[src/swq_pkg.sv]
// shared types and constants for the sleep / wake-up queue
// no dependencies
package swq_pkg;

    // result kinds
    typedef enum logic [1:0] {
        KIND_ACCEPT = 2'd0,
        KIND_REJECT = 2'd1,
        KIND_WOKEN  = 2'd2
    } kind_t;

    // controller states
    typedef enum logic [1:0] {
        ST_IDLE,
        ST_RUN
    } state_t;

    localparam int OUT_ID_BITS = 8;

    // controller to datapath
    typedef struct packed {
        logic  latch;
        logic  insert;
        logic  pop;
        logic  load_out;
        kind_t kind;
        logic  last;
    } swq_cmd_t;

    // datapath to controller
    typedef struct packed {
        logic action;
        logic full;
        logic head_due;
        logic next_last;
        logic out_free;
    } swq_status_t;

endpackage

[src/swq_ctrl.sv]
// controller state machine of the sleep / wake-up queue
// depends on swq_pkg
module swq_ctrl
    import swq_pkg::*;
(
    input  logic        clk,
    input  logic        rst_n,
    input  logic        in_valid,
    output logic        in_ready,
    input  swq_status_t status,
    output swq_cmd_t    cmd
);

    state_t state_reg;
    state_t state_next;

    always_ff @(posedge clk or negedge rst_n)
    begin
        if (!rst_n)
        begin
            state_reg <= ST_IDLE;
        end
        else
        begin
            state_reg <= state_next;
        end
    end

    // next state
    always_comb
    begin
        state_next = state_reg;
        case (state_reg)
            ST_IDLE:
            begin
                if (in_valid)
                begin
                    state_next = ST_RUN;
                end
            end
            ST_RUN:
            begin
                if (!status.action)
                begin
                    if (status.out_free)
                    begin
                        state_next = ST_IDLE;
                    end
                end
                else if (!status.head_due)
                begin
                    state_next = ST_IDLE;
                end
                else if (status.out_free && status.next_last)
                begin
                    state_next = ST_IDLE;
                end
            end
            default:
            begin
                state_next = ST_IDLE;
            end
        endcase
    end

    // outputs
    always_comb
    begin
        in_ready     = 1'b0;
        cmd.latch    = 1'b0;
        cmd.insert   = 1'b0;
        cmd.pop      = 1'b0;
        cmd.load_out = 1'b0;
        cmd.kind     = KIND_ACCEPT;
        cmd.last     = 1'b1;
        case (state_reg)
            ST_IDLE:
            begin
                in_ready  = 1'b1;
                cmd.latch = in_valid;
            end
            ST_RUN:
            begin
                if (!status.action)
                begin
                    cmd.load_out = status.out_free;
                    cmd.insert   = status.out_free && !status.full;
                    cmd.kind     = status.full ? KIND_REJECT : KIND_ACCEPT;
                end
                else
                begin
                    cmd.load_out = status.head_due && status.out_free;
                    cmd.pop      = status.head_due && status.out_free;
                    cmd.kind     = KIND_WOKEN;
                    cmd.last     = status.next_last;
                end
            end
            default:
            begin
                in_ready = 1'b0;
            end
        endcase
    end

endmodule

[config.mk]
export PLATFORM = sky130hd
export DESIGN_NAME = swq_ctrl
export DESIGN_NICKNAME = d
export VERILOG_FILES = /design/src/swq_pkg.sv /design/src/swq_ctrl.sv
export SDC_FILE = /design/constraint.sdc
export NUM_CORES = 1
export LEC_CHECK = 0
export ABC_CLOCK_PERIOD_IN_PS = 900
export BUFFER_PORTS_ARGS = -buffer_cell sky130_fd_sc_hd__buf_2
export CORE_AREA = 2 2 39 41
export DETAILED_ROUTE_END_ITERATION = 8
export DIE_AREA = 0 0 41 43
export HOLD_SLACK_MARGIN = 0.12
export PLACE_DENSITY = 0.34
export SYNTH_ARGS = -nofsm -noshare
export SYNTH_HDL_FRONTEND = slang
export SYNTH_SLANG_ARGS = --single-unit
export TNS_END_PERCENT = 1
[constraint.sdc]
create_clock -name clk -period 0.9 [get_ports clk]
set_input_delay 0.27 -clock clk [delete_from_list [all_inputs] [get_ports clk]]
set_output_delay 0.27 -clock clk [all_outputs]
set_load 0.005 [all_outputs]
==> results of run 1 <==
layer usage:
layer  part of all wire [%]  vias to the layer above  track usage (%)
li1                       -                       94                -
met2                     27                       16            7.500
met3                     20                        0            2.618
met4                      0                        0                0
met1                     52                       71            10.16
met5                      0                        -                0
cells in the mapped netlist:
cell      count  area (µm²)
and3_2        1       7.510
dfrtp_1       1       25.02
or3_1         1       6.260
inv_2         1       3.750
nor3_1        1       5.000
nand2b_1      1       6.260
nand2_1       1       3.750
a31o_1        1       8.760
nor2_1        1       3.750
o21ai_0       1       5.000
inv_1         1       3.750
nor2b_1       2       12.51
and3_1        1       6.260
timing repair:
action	in CTS	in global routing
buffers inserted	1	0
pin swaps	2	0
gates resized for setup	8	2
hold endpoints to repair	1	0
cloned	0	0
hold buffers	1	0
setup endpoints to repair	9	9
worst min-delay path by stage:
stage                from      endpoint  slack [ns]
finish              rst_n  state_reg[0]        0.59
global route        rst_n  state_reg[0]        0.60
CTS                 rst_n  state_reg[0]        0.59
detailed placement  rst_n  state_reg[0]        0.05
global placement    rst_n  state_reg[0]        0.05
floorplan           rst_n  state_reg[0]       -0.03
layout make-up:
type / instances / area, µm²
Fill cell: 161 / 1097
Multi-Input combinational cell: 11 / 90.09
Sequential cell: 1 / 25.02
Tap cell: 16 / 20.02
Inverter: 2 / 7.507
Timing Repair Buffer: 22 / 143.9
power by group through the flow:
stage | clock network, W | logic [W] | registers (W)
after global placement | 0 | 0.000134 | 0.0000648
after global routing | 0 | 0.000192 | 0.0000661
after floorplan | 0 | 0.0000413 | 0.0000620
after CTS | 0 | 0.000171 | 0.0000642
after detailed placement | 0 | 0.000133 | 0.0000643
final | 0 | 0.000175 | 0.0000644
logic make-up after synthesis:
logic type / count (synthesis) / synth area share (%)
compound gates: 2 / 14.10
flops: 1 / 25.64
buf+inv: 2 / 7.685
simple gates: 9 / 52.56
cell usage in the layout, fill, tap and decap left out, drive strengths merged:
cell type / count
nor3: 1
inv: 2
and3: 2
dfrtp: 1
nand2: 1
buf: 21
nor2b: 2
nand2b: 1
dlygate4sd3: 1
o21ai: 1
or3: 1
a31o: 1
nor2: 1
worst reg2reg max path, stage by stage, from the launching register on:
cell and delay (ns):
dfrtp_1 0.40, buf_4 0.17, a31o_1 0.20
per-stage QoR:
stage	instance area, µm²	setup WS [ns]	total power [W]	hold WS, ns
floorplan	97.59	-0.1146	0.0001033	-0.02559
global placement	230.2	-0.2724	0.0001988	0.04638
global route	286.5	-0.3053	0.0002585	0.6003
detailed placement	230.2	-0.2767	0.0001975	0.04748
finish	286.5	-0.2556	0.0002395	0.5935
CTS	281.5	-0.2448	0.0002351	0.5944
==> impl_metrics.json, run 1 <==
{
  "diodes": 0,
  "setup_viol": 8,
  "finClkSkew_ns": 0,
  "cp.arrival_ns": 0.89,
  "path_clk_slew_ns": 0,
  "start_util_pct": 7.052,
  "drcViolationCount": 0,
  "synthCells": 14,
  "synth.distinct_cells": 13,
  "cp_num_cells": 3,
  "grt_pass1_vias": 172,
  "die_y_um": 43,
  "cp_top_family": "flip-flops",
  "layout-drive-gt1-share_pct": 80.56,
  "grt_max_degree": 5,
  "crit_path_max_incr_delay_ns": 0.39,
  "io_pins": 16,
  "overflow": 0,
  "rsz0062_at_grt": "true",
  "post-route-period-util_pct": 128.4,
  "power_frac_seq_pct": 26.9,
  "holdCritPathClass": "in2async",
  "globalplace.congestion": 0.7581,
  "worst-path-buf-inv": 2,
  "ys_seq_area_share_pct": 25.64,
  "die_w_um": 41,
  "p_sw_w": 0.00007976,
  "grt_pass1_wl_um": 772,
  "ir_worst_vdd_v": 0.0002426,
  "p_per_area_nw_per_um2": 836.0,
  "area_growth_pct": 193.6,
  "wl_per_cell_um": 9.962,
  "final_util_pct": 20.71,
  "rows": 14,
  "dr.pass1.iters": 2,
  "yosysWarnings": 0,
  "dpl.hpwl_um": 450.9,
  "drv_slew": 0,
  "syn-mean-instance-area_um2": 6.971,
  "critical_path_peak_fanout": 4,
  "ys_ff_latch": 1,
  "fmax_mhz": 865.3,
  "core_um2": 1384,
  "drt_iter0_markers": 1,
  "placed_cells": 50,
  "relSlewSlack_pct": 89.53,
  "endpoint": "cmd[0]",
  "syn_area_um2": 97.59,
  "fin_crit_ns": 1.156,
  "antenna_left": 0,
  "reg2reg_depth": 2,
  "drt_wl_total_um": 518,
  "status": "finished with violations",
  "p_clk_share_pct": 0,
  "antenna_found_initial": 0,
  "port_buffers": 15,
  "tightest_slew_ns": 0.1554,
  "reg2reg_from": "state_reg[0]",
  "cp_slowest_cell": "dfrtp_1",
  "via_per_inst": 3.481,
  "die_area_um2": 1763,
  "required_ns": 0.63,
  "final_cells": 52,
  "largest_reg_flops": 1,
  "maxCapViolations": 0,
  "rrSetupSlack_ns": 0.01,
  "hold_violations": 0,
  "violations": "negative setup slack",
  "fin_ws_ns": -0.2556,
  "start_kind": "flip-flop",
  "p_leak_nw": 0.1631,
  "comb_power_share_pct": 73.1,
  "clock_latency_ns": 0,
  "crit_path_cell_trace": "inv_2, or3_1, buf_2",
  "r2r_end": "state_reg[0]",
  "nets": 46,
  "setup_tns_ns": -1.322,
  "end_kind": "output pin",
  "synth_fp_nets": 22,
  "crit_path_start": "state_reg[0]",
  "critical_path_class": "reg2out",
  "switching_share_pct": 33.30,
  "grt_usage_pct": 6.100,
  "vias": 181,
  "p_int_w": 0.0001598
}
(Power assumes the default switching activity.)
==> run 2, diff against run 1 <==
--- a/config.mk
+++ b/config.mk
@@ -5,13 +5,14 @@
 export SDC_FILE = /design/constraint.sdc
 export NUM_CORES = 1
 export LEC_CHECK = 0
+export ABC_AREA = 1
 export ABC_CLOCK_PERIOD_IN_PS = 900
 export BUFFER_PORTS_ARGS = -buffer_cell sky130_fd_sc_hd__buf_2
 export CORE_AREA = 2 2 39 41
 export DETAILED_ROUTE_END_ITERATION = 8
 export DIE_AREA = 0 0 41 43
 export HOLD_SLACK_MARGIN = 0.12
-export PLACE_DENSITY = 0.34
+export PLACE_DENSITY = 0.35
 export SYNTH_ARGS = -nofsm -noshare
 export SYNTH_HDL_FRONTEND = slang
 export SYNTH_SLANG_ARGS = --single-unit
==> impl_metrics.json, run 2 <==
{
  "path_clk_slew_ns": 0,
  "violations": "negative setup slack",
  "end_kind": "output pin",
  "ys.flop_type": "dfrtp_1",
  "synth_common_cells": "nand2_1, inv_1, nor2_1",
  "dr.pass1.iters": 2,
  "via_per_inst": 3.196,
  "antenna_left": 0,
  "die_y_um": 43,
  "cp_common_cell": "buf_2",
  "post-route-period-util_pct": 120.3,
  "p_per_area_nw_per_um2": 733.2,
  "final_cells": 56,
  "vias": 179,
  "fin_ws_ns": -0.1825,
  "required_ns": 0.63,
  "yosysWarnings": 0,
  "p_leak_nw": 0.1539,
  "io_pins": 16,
  "crit_path_cell_trace": "buf_2, nand2_2, or2_1, buf_2",
  "synth_fp_nets": 28,
  "layout_common_cells": "buf_2, nand2_1, inv_1, buf_4, nor2_1",
  "cp_slowest_cell": "or2_1",
  "yosys.area.top_type_share_pct": 22.99,
  "finClkSkew_ns": 0,
  "area_growth_pct": 128.7,
  "overflow": 0,
  "multi_input_area_um2": 73.82,
  "synth_area_leaders": "dfrtp_1, nand2_1, inv_1",
  "port_buffers": 15,
  "holdCritPathClass": "reg2reg",
  "core_um2": 1384,
  "tightest_slew_ns": 0.1557,
  "ir_worst_vdd_v": 0.0002012,
  "start_util_pct": 7.866,
  "synth_edf_count": 0,
  "synth_top_area_cell": "dfrtp_1",
  "clock_latency_ns": 0,
  "ys_seq_area_share_pct": 22.99,
  "grt_max_degree": 6,
  "ys_ff_latch": 1,
  "die_w_um": 41,
  "post-route-cell-area_um2": 249.0,
  "critical_path_peak_fanout": 5,
  "cp.arrival_ns": 0.81,
  "crit_path_max_incr_delay_ns": 0.21,
  "placed_cells": 55,
  "syn_area_um2": 108.9,
  "dpl.hpwl_um": 333.5,
  "final_util_pct": 17.99,
  "nets": 50,
  "maxCapViolations": 0,
  "status": "finished with violations",
  "grt_pass1_vias": 142,
  "rows": 14,
  "fillers": 164,
  "fin_total_pwr_w": 0.0001826,
  "grt_usage_pct": 3.504,
  "yosysMostFrequentCell": "nand2_1",
  "drt_iter0_markers": 1,
  "diodes": 0,
  "postPlaceCellArea_um2": 234.0,
  "cp_top_family": "simple AND/OR/NAND/NOR gates",
  "whs_ns": 0.5749,
  "drt_wl_total_um": 361,
  "layout-drive-gt1-share_pct": 52.50,
  "synthArstFlopShare_pct": 100.0,
  "fmax_mhz": 923.8,
  "setup_viol": 7,
  "fin_crit_ns": 1.082,
  "drv_slew": 0,
  "largest_reg_flops": 1,
  "hold_violations": 0,
  "rsz0062_at_grt": "true",
  "wl_per_cell_um": 6.446,
  "relSlewSlack_pct": 89.62,
  "grt_pass1_wl_um": 469,
  "start_kind": "primary input",
  "worst-path-buf-inv": 2,
  "globalplace.congestion": 0.5848,
  "antenna_found_initial": 0,
  "layout_commonest_cell": "buf_2",
  "critical_path_class": "in2out",
  "die_area_um2": 1763,
  "synthCells": 20,
  "synth.distinct_cells": 10,
  "drcViolationCount": 0,
  "syn-mean-instance-area_um2": 5.443,
  "seq_area_um2": 25.02
}
[run 2: cell count changes in the layout (fill, tap and decap cells not counted), moves of 2 or more]
cell     change
inv_2        -2
nand2_1      +5
inv_1        +4
buf_6        -3
nor2_1       +3
[run 2: routing by layer]
layer  vias to the layer above  routed length [µm]  GRT usage, %
li1                        101                   -             -
met1                        68                 172         4.777
met2                        10                 150         6.250
met3                         0                  38             0
met4                         0                   0             0
met5                         -                   0             0
[run 2: worst register-to-register path, delay by kind of cell, from the launching register on]
kind / cells / cell delay [ns]
buf+inv: 1 / 0.14
flops: 1 / 0.39
simple gates: 4 / 0.28
[run 2: cells by family after synthesis]
group / synth area share, %
flip-flops: 22.98
AND/OR/NAND/NOR: 58.62
buffers and inverters: 13.79
AO/OA/AOI/OAI: 4.593
[run 2: power breakdown]
group	switching, W	total [W]	internal, W
logic	0.0000535	0.000119	0.0000659
registers	0.00000982	0.0000631	0.0000533
clock network	0	0	0
[run 2: repair_timing]
action                     CTS  global route
cloned                       0             0
setup endpoints to repair    7             9
buffers inserted             0             0
hold endpoints to repair     1             0
hold buffers                 1             0
resized for setup            0             1
pin swaps                    2             0
[run 2: layout make-up]
cell class | count | share of cell area (%)
repair buffers | 20 | 46.23
flip-flops and latches | 1 | 10.05
multi-input cells | 15 | 29.65
inverters | 4 | 6.030
well taps | 16 | 8.040
[run 2: stage by stage]
stage / setup WS (ns) / setup TNS [ns]
final: -0.1825 / -0.7312
after global routing: -0.2176 / -1.152
after CTS: -0.1842 / -0.7757
after detailed placement: -0.1835 / -0.7600
after global placement: -0.1792 / -0.7459
after floorplan: -0.04391 / -0.08538
[run 2: worst paths after layout]
kind / slack, ns / cells past startpoint / end / start
min in group asynchronous: 0.58 / 2 / state_reg[0] / rst_n
worst max register to register: 0.02 / 5 / state_reg[0] / state_reg[0]
worst max-delay path: -0.18 / 4 / cmd[0] / status[4]
max in group asynchronous: 0.23 / 2 / state_reg[0] / rst_n
worst min-delay path: 0.57 / 2 / state_reg[0] / state_reg[0]
worst min register to register: 0.57 / 2 / state_reg[0] / state_reg[0]
==> run 3, diff against run 2 <==
--- a/config.mk
+++ b/config.mk
@@ -8,11 +8,14 @@
 export ABC_AREA = 1
 export ABC_CLOCK_PERIOD_IN_PS = 900
 export BUFFER_PORTS_ARGS = -buffer_cell sky130_fd_sc_hd__buf_2
+export CELL_PAD_IN_SITES_DETAIL_PLACEMENT = 1
+export CELL_PAD_IN_SITES_GLOBAL_PLACEMENT = 1
 export CORE_AREA = 2 2 39 41
 export DETAILED_ROUTE_END_ITERATION = 8
 export DIE_AREA = 0 0 41 43
+export GPL_TIMING_DRIVEN = 0
 export HOLD_SLACK_MARGIN = 0.12
-export PLACE_DENSITY = 0.35
+export PLACE_DENSITY = 0.52
 export SYNTH_ARGS = -nofsm -noshare
 export SYNTH_HDL_FRONTEND = slang
 export SYNTH_SLANG_ARGS = --single-unit
==> impl_metrics.json, run 3 (synthesis gave the netlist of run 2 again) <==
{
  "p_sw_w": 0.00006689,
  "area_growth_pct": 123.0,
  "nets": 48,
  "min_path_cells": 3,
  "fmax_mhz": 956.6,
  "rows": 14,
  "relSlewSlack_pct": 90.01,
  "power_frac_seq_pct": 36.1,
  "p_leak_nw": 0.1497,
  "critical_path_peak_fanout": 5,
  "whs_ns": 0.5270,
  "layout_common_cells": "buf_2, nand2_1, inv_1",
  "layout_commonest_cell": "buf_2",
  "antenna_found_initial": 0,
  "reg2reg_from": "state_reg[0]",
  "switching_share_pct": 35.46,
  "fillers": 178,
  "holdCritPathClass": "in2reg",
  "fin_crit_ns": 1.045,
  "p_clk_share_pct": 0,
  "fin_ws_ns": -0.1453,
  "overflow": 0,
  "layout-drive-gt1-share_pct": 52.63,
  "violations": "negative setup slack",
  "maxCapViolations": 0,
  "via_per_inst": 3.481,
  "rsz0062_at_grt": "true",
  "core_um2": 1384,
  "drt_wl_total_um": 393,
  "end_kind": "output pin",
  "clock_latency_ns": 0,
  "tightest_slew_ns": 0.1495,
  "comb_power_share_pct": 63.9,
  "diodes": 0,
  "rrSetupSlack_ns": 0.03,
  "ir_worst_vdd_v": 0.0002740,
  "post-route-period-util_pct": 116.1,
  "grt_pass1_wl_um": 565,
  "finClkSkew_ns": 0,
  "dpl.hpwl_um": 348.1,
  "grt_max_degree": 6,
  "setup_viol": 7,
  "largest_reg_flops": 1,
  "status": "finished with violations",
  "pre_cts_ws_ns": -0.2120,
  "dr.pass1.iters": 1,
  "port_buffers": 15,
  "start_util_pct": 7.866,
  "antenna_left": 0,
  "reg2reg_depth": 5,
  "path_clk_slew_ns": 0,
  "die_w_um": 41,
  "vias": 188,
  "cp.arrival_ns": 0.78,
  "globalplace.congestion": 0.6342,
  "p_int_w": 0.0001218,
  "critical_path_class": "reg2out",
  "drcViolationCount": 0,
  "io_pins": 16,
  "start_kind": "flip-flop",
  "grt_pass1_vias": 141,
  "grt_usage_pct": 4.309,
  "r2r_end": "state_reg[0]",
  "drt_iter0_markers": 0,
  "p_per_area_nw_per_um2": 777.2,
  "drv_slew": 0,
  "die_y_um": 43,
  "hold_violations": 0,
  "wl_per_cell_um": 7.278,
  "die_area_um2": 1763,
  "required_ns": 0.63,
  "min_from": "in_valid",
  "min_delay_worst_endpoint": "state_reg[0]"
}
[run 3: final cells by class]
class | instances | area [µm²] | share of cell area (%)
inverters | 4 | 15.01 | 6.186
flip-flops and latches | 1 | 26.28 | 10.82
well taps | 16 | 20.02 | 8.247
repair buffers | 18 | 102.6 | 42.27
multi-input cells | 15 | 78.83 | 32.47
[run 3: timing repair]
action,CTS,global route
endpoints found under the hold margin,1,0
gates resized for setup,0,4
setup endpoints to repair,7,8
buffers inserted,1,1
pin swaps,1,1
hold buffers,1,0
[run 3: worst max path at each step]
stage                      start     end  slack [ns]  cells past startpoint
floorplan           state_reg[0]  cmd[4]       -0.04                      2
global placement    state_reg[0]  cmd[0]       -0.22                      3
detailed placement  state_reg[0]  cmd[0]       -0.21                      3
CTS                 state_reg[0]  cmd[0]       -0.20                      3
global route        state_reg[0]  cmd[3]       -0.20                      3
finish              state_reg[0]  cmd[0]       -0.15                      3
[run 3: per-layer routing]
| metal | up-vias | wire (µm) | global-route usage [%] |
|---|---|---|---|
| li1 | 96 | - | - |
| met1 | 82 | 176 | 7.668 |
| met2 | 10 | 184 | 5.938 |
| met3 | 0 | 32 | 0 |
| met4 | 0 | 0 | 0 |
| met5 | - | 0 | 0 |
[run 3: worst max-delay path: stages, from the launching register on]
cell,delay [ns]
dfrtp_2,0.39
nand2_4,0.06
or2_1,0.19
buf_2,0.12
[run 3: power by group through the flow]
stage	Clock (W)	Combinational, W	Sequential (W)
finish	0	0.000120	0.0000682
global route	0	0.000137	0.0000716
CTS	0	0.000111	0.0000646
detailed placement	0	0.0000962	0.0000652
global placement	0	0.0000950	0.0000657
floorplan	0	0.0000431	0.0000617
[run 3: metrics by stage]
step                cell area, µm²  instances  TNS (ns)  utilization (%)  total power (W)
detailed placement           203.9         51   -0.8995            14.74        0.0001614
finish                       242.7         54   -0.8082            17.54        0.0001887
floorplan                    108.9         20  -0.08538                -        0.0001048
CTS                          221.5         53   -0.9407            16.00        0.0001752
global placement             203.9         51   -0.9059            14.74        0.0001607
global route                 242.7         54    -1.282            17.54        0.0002089
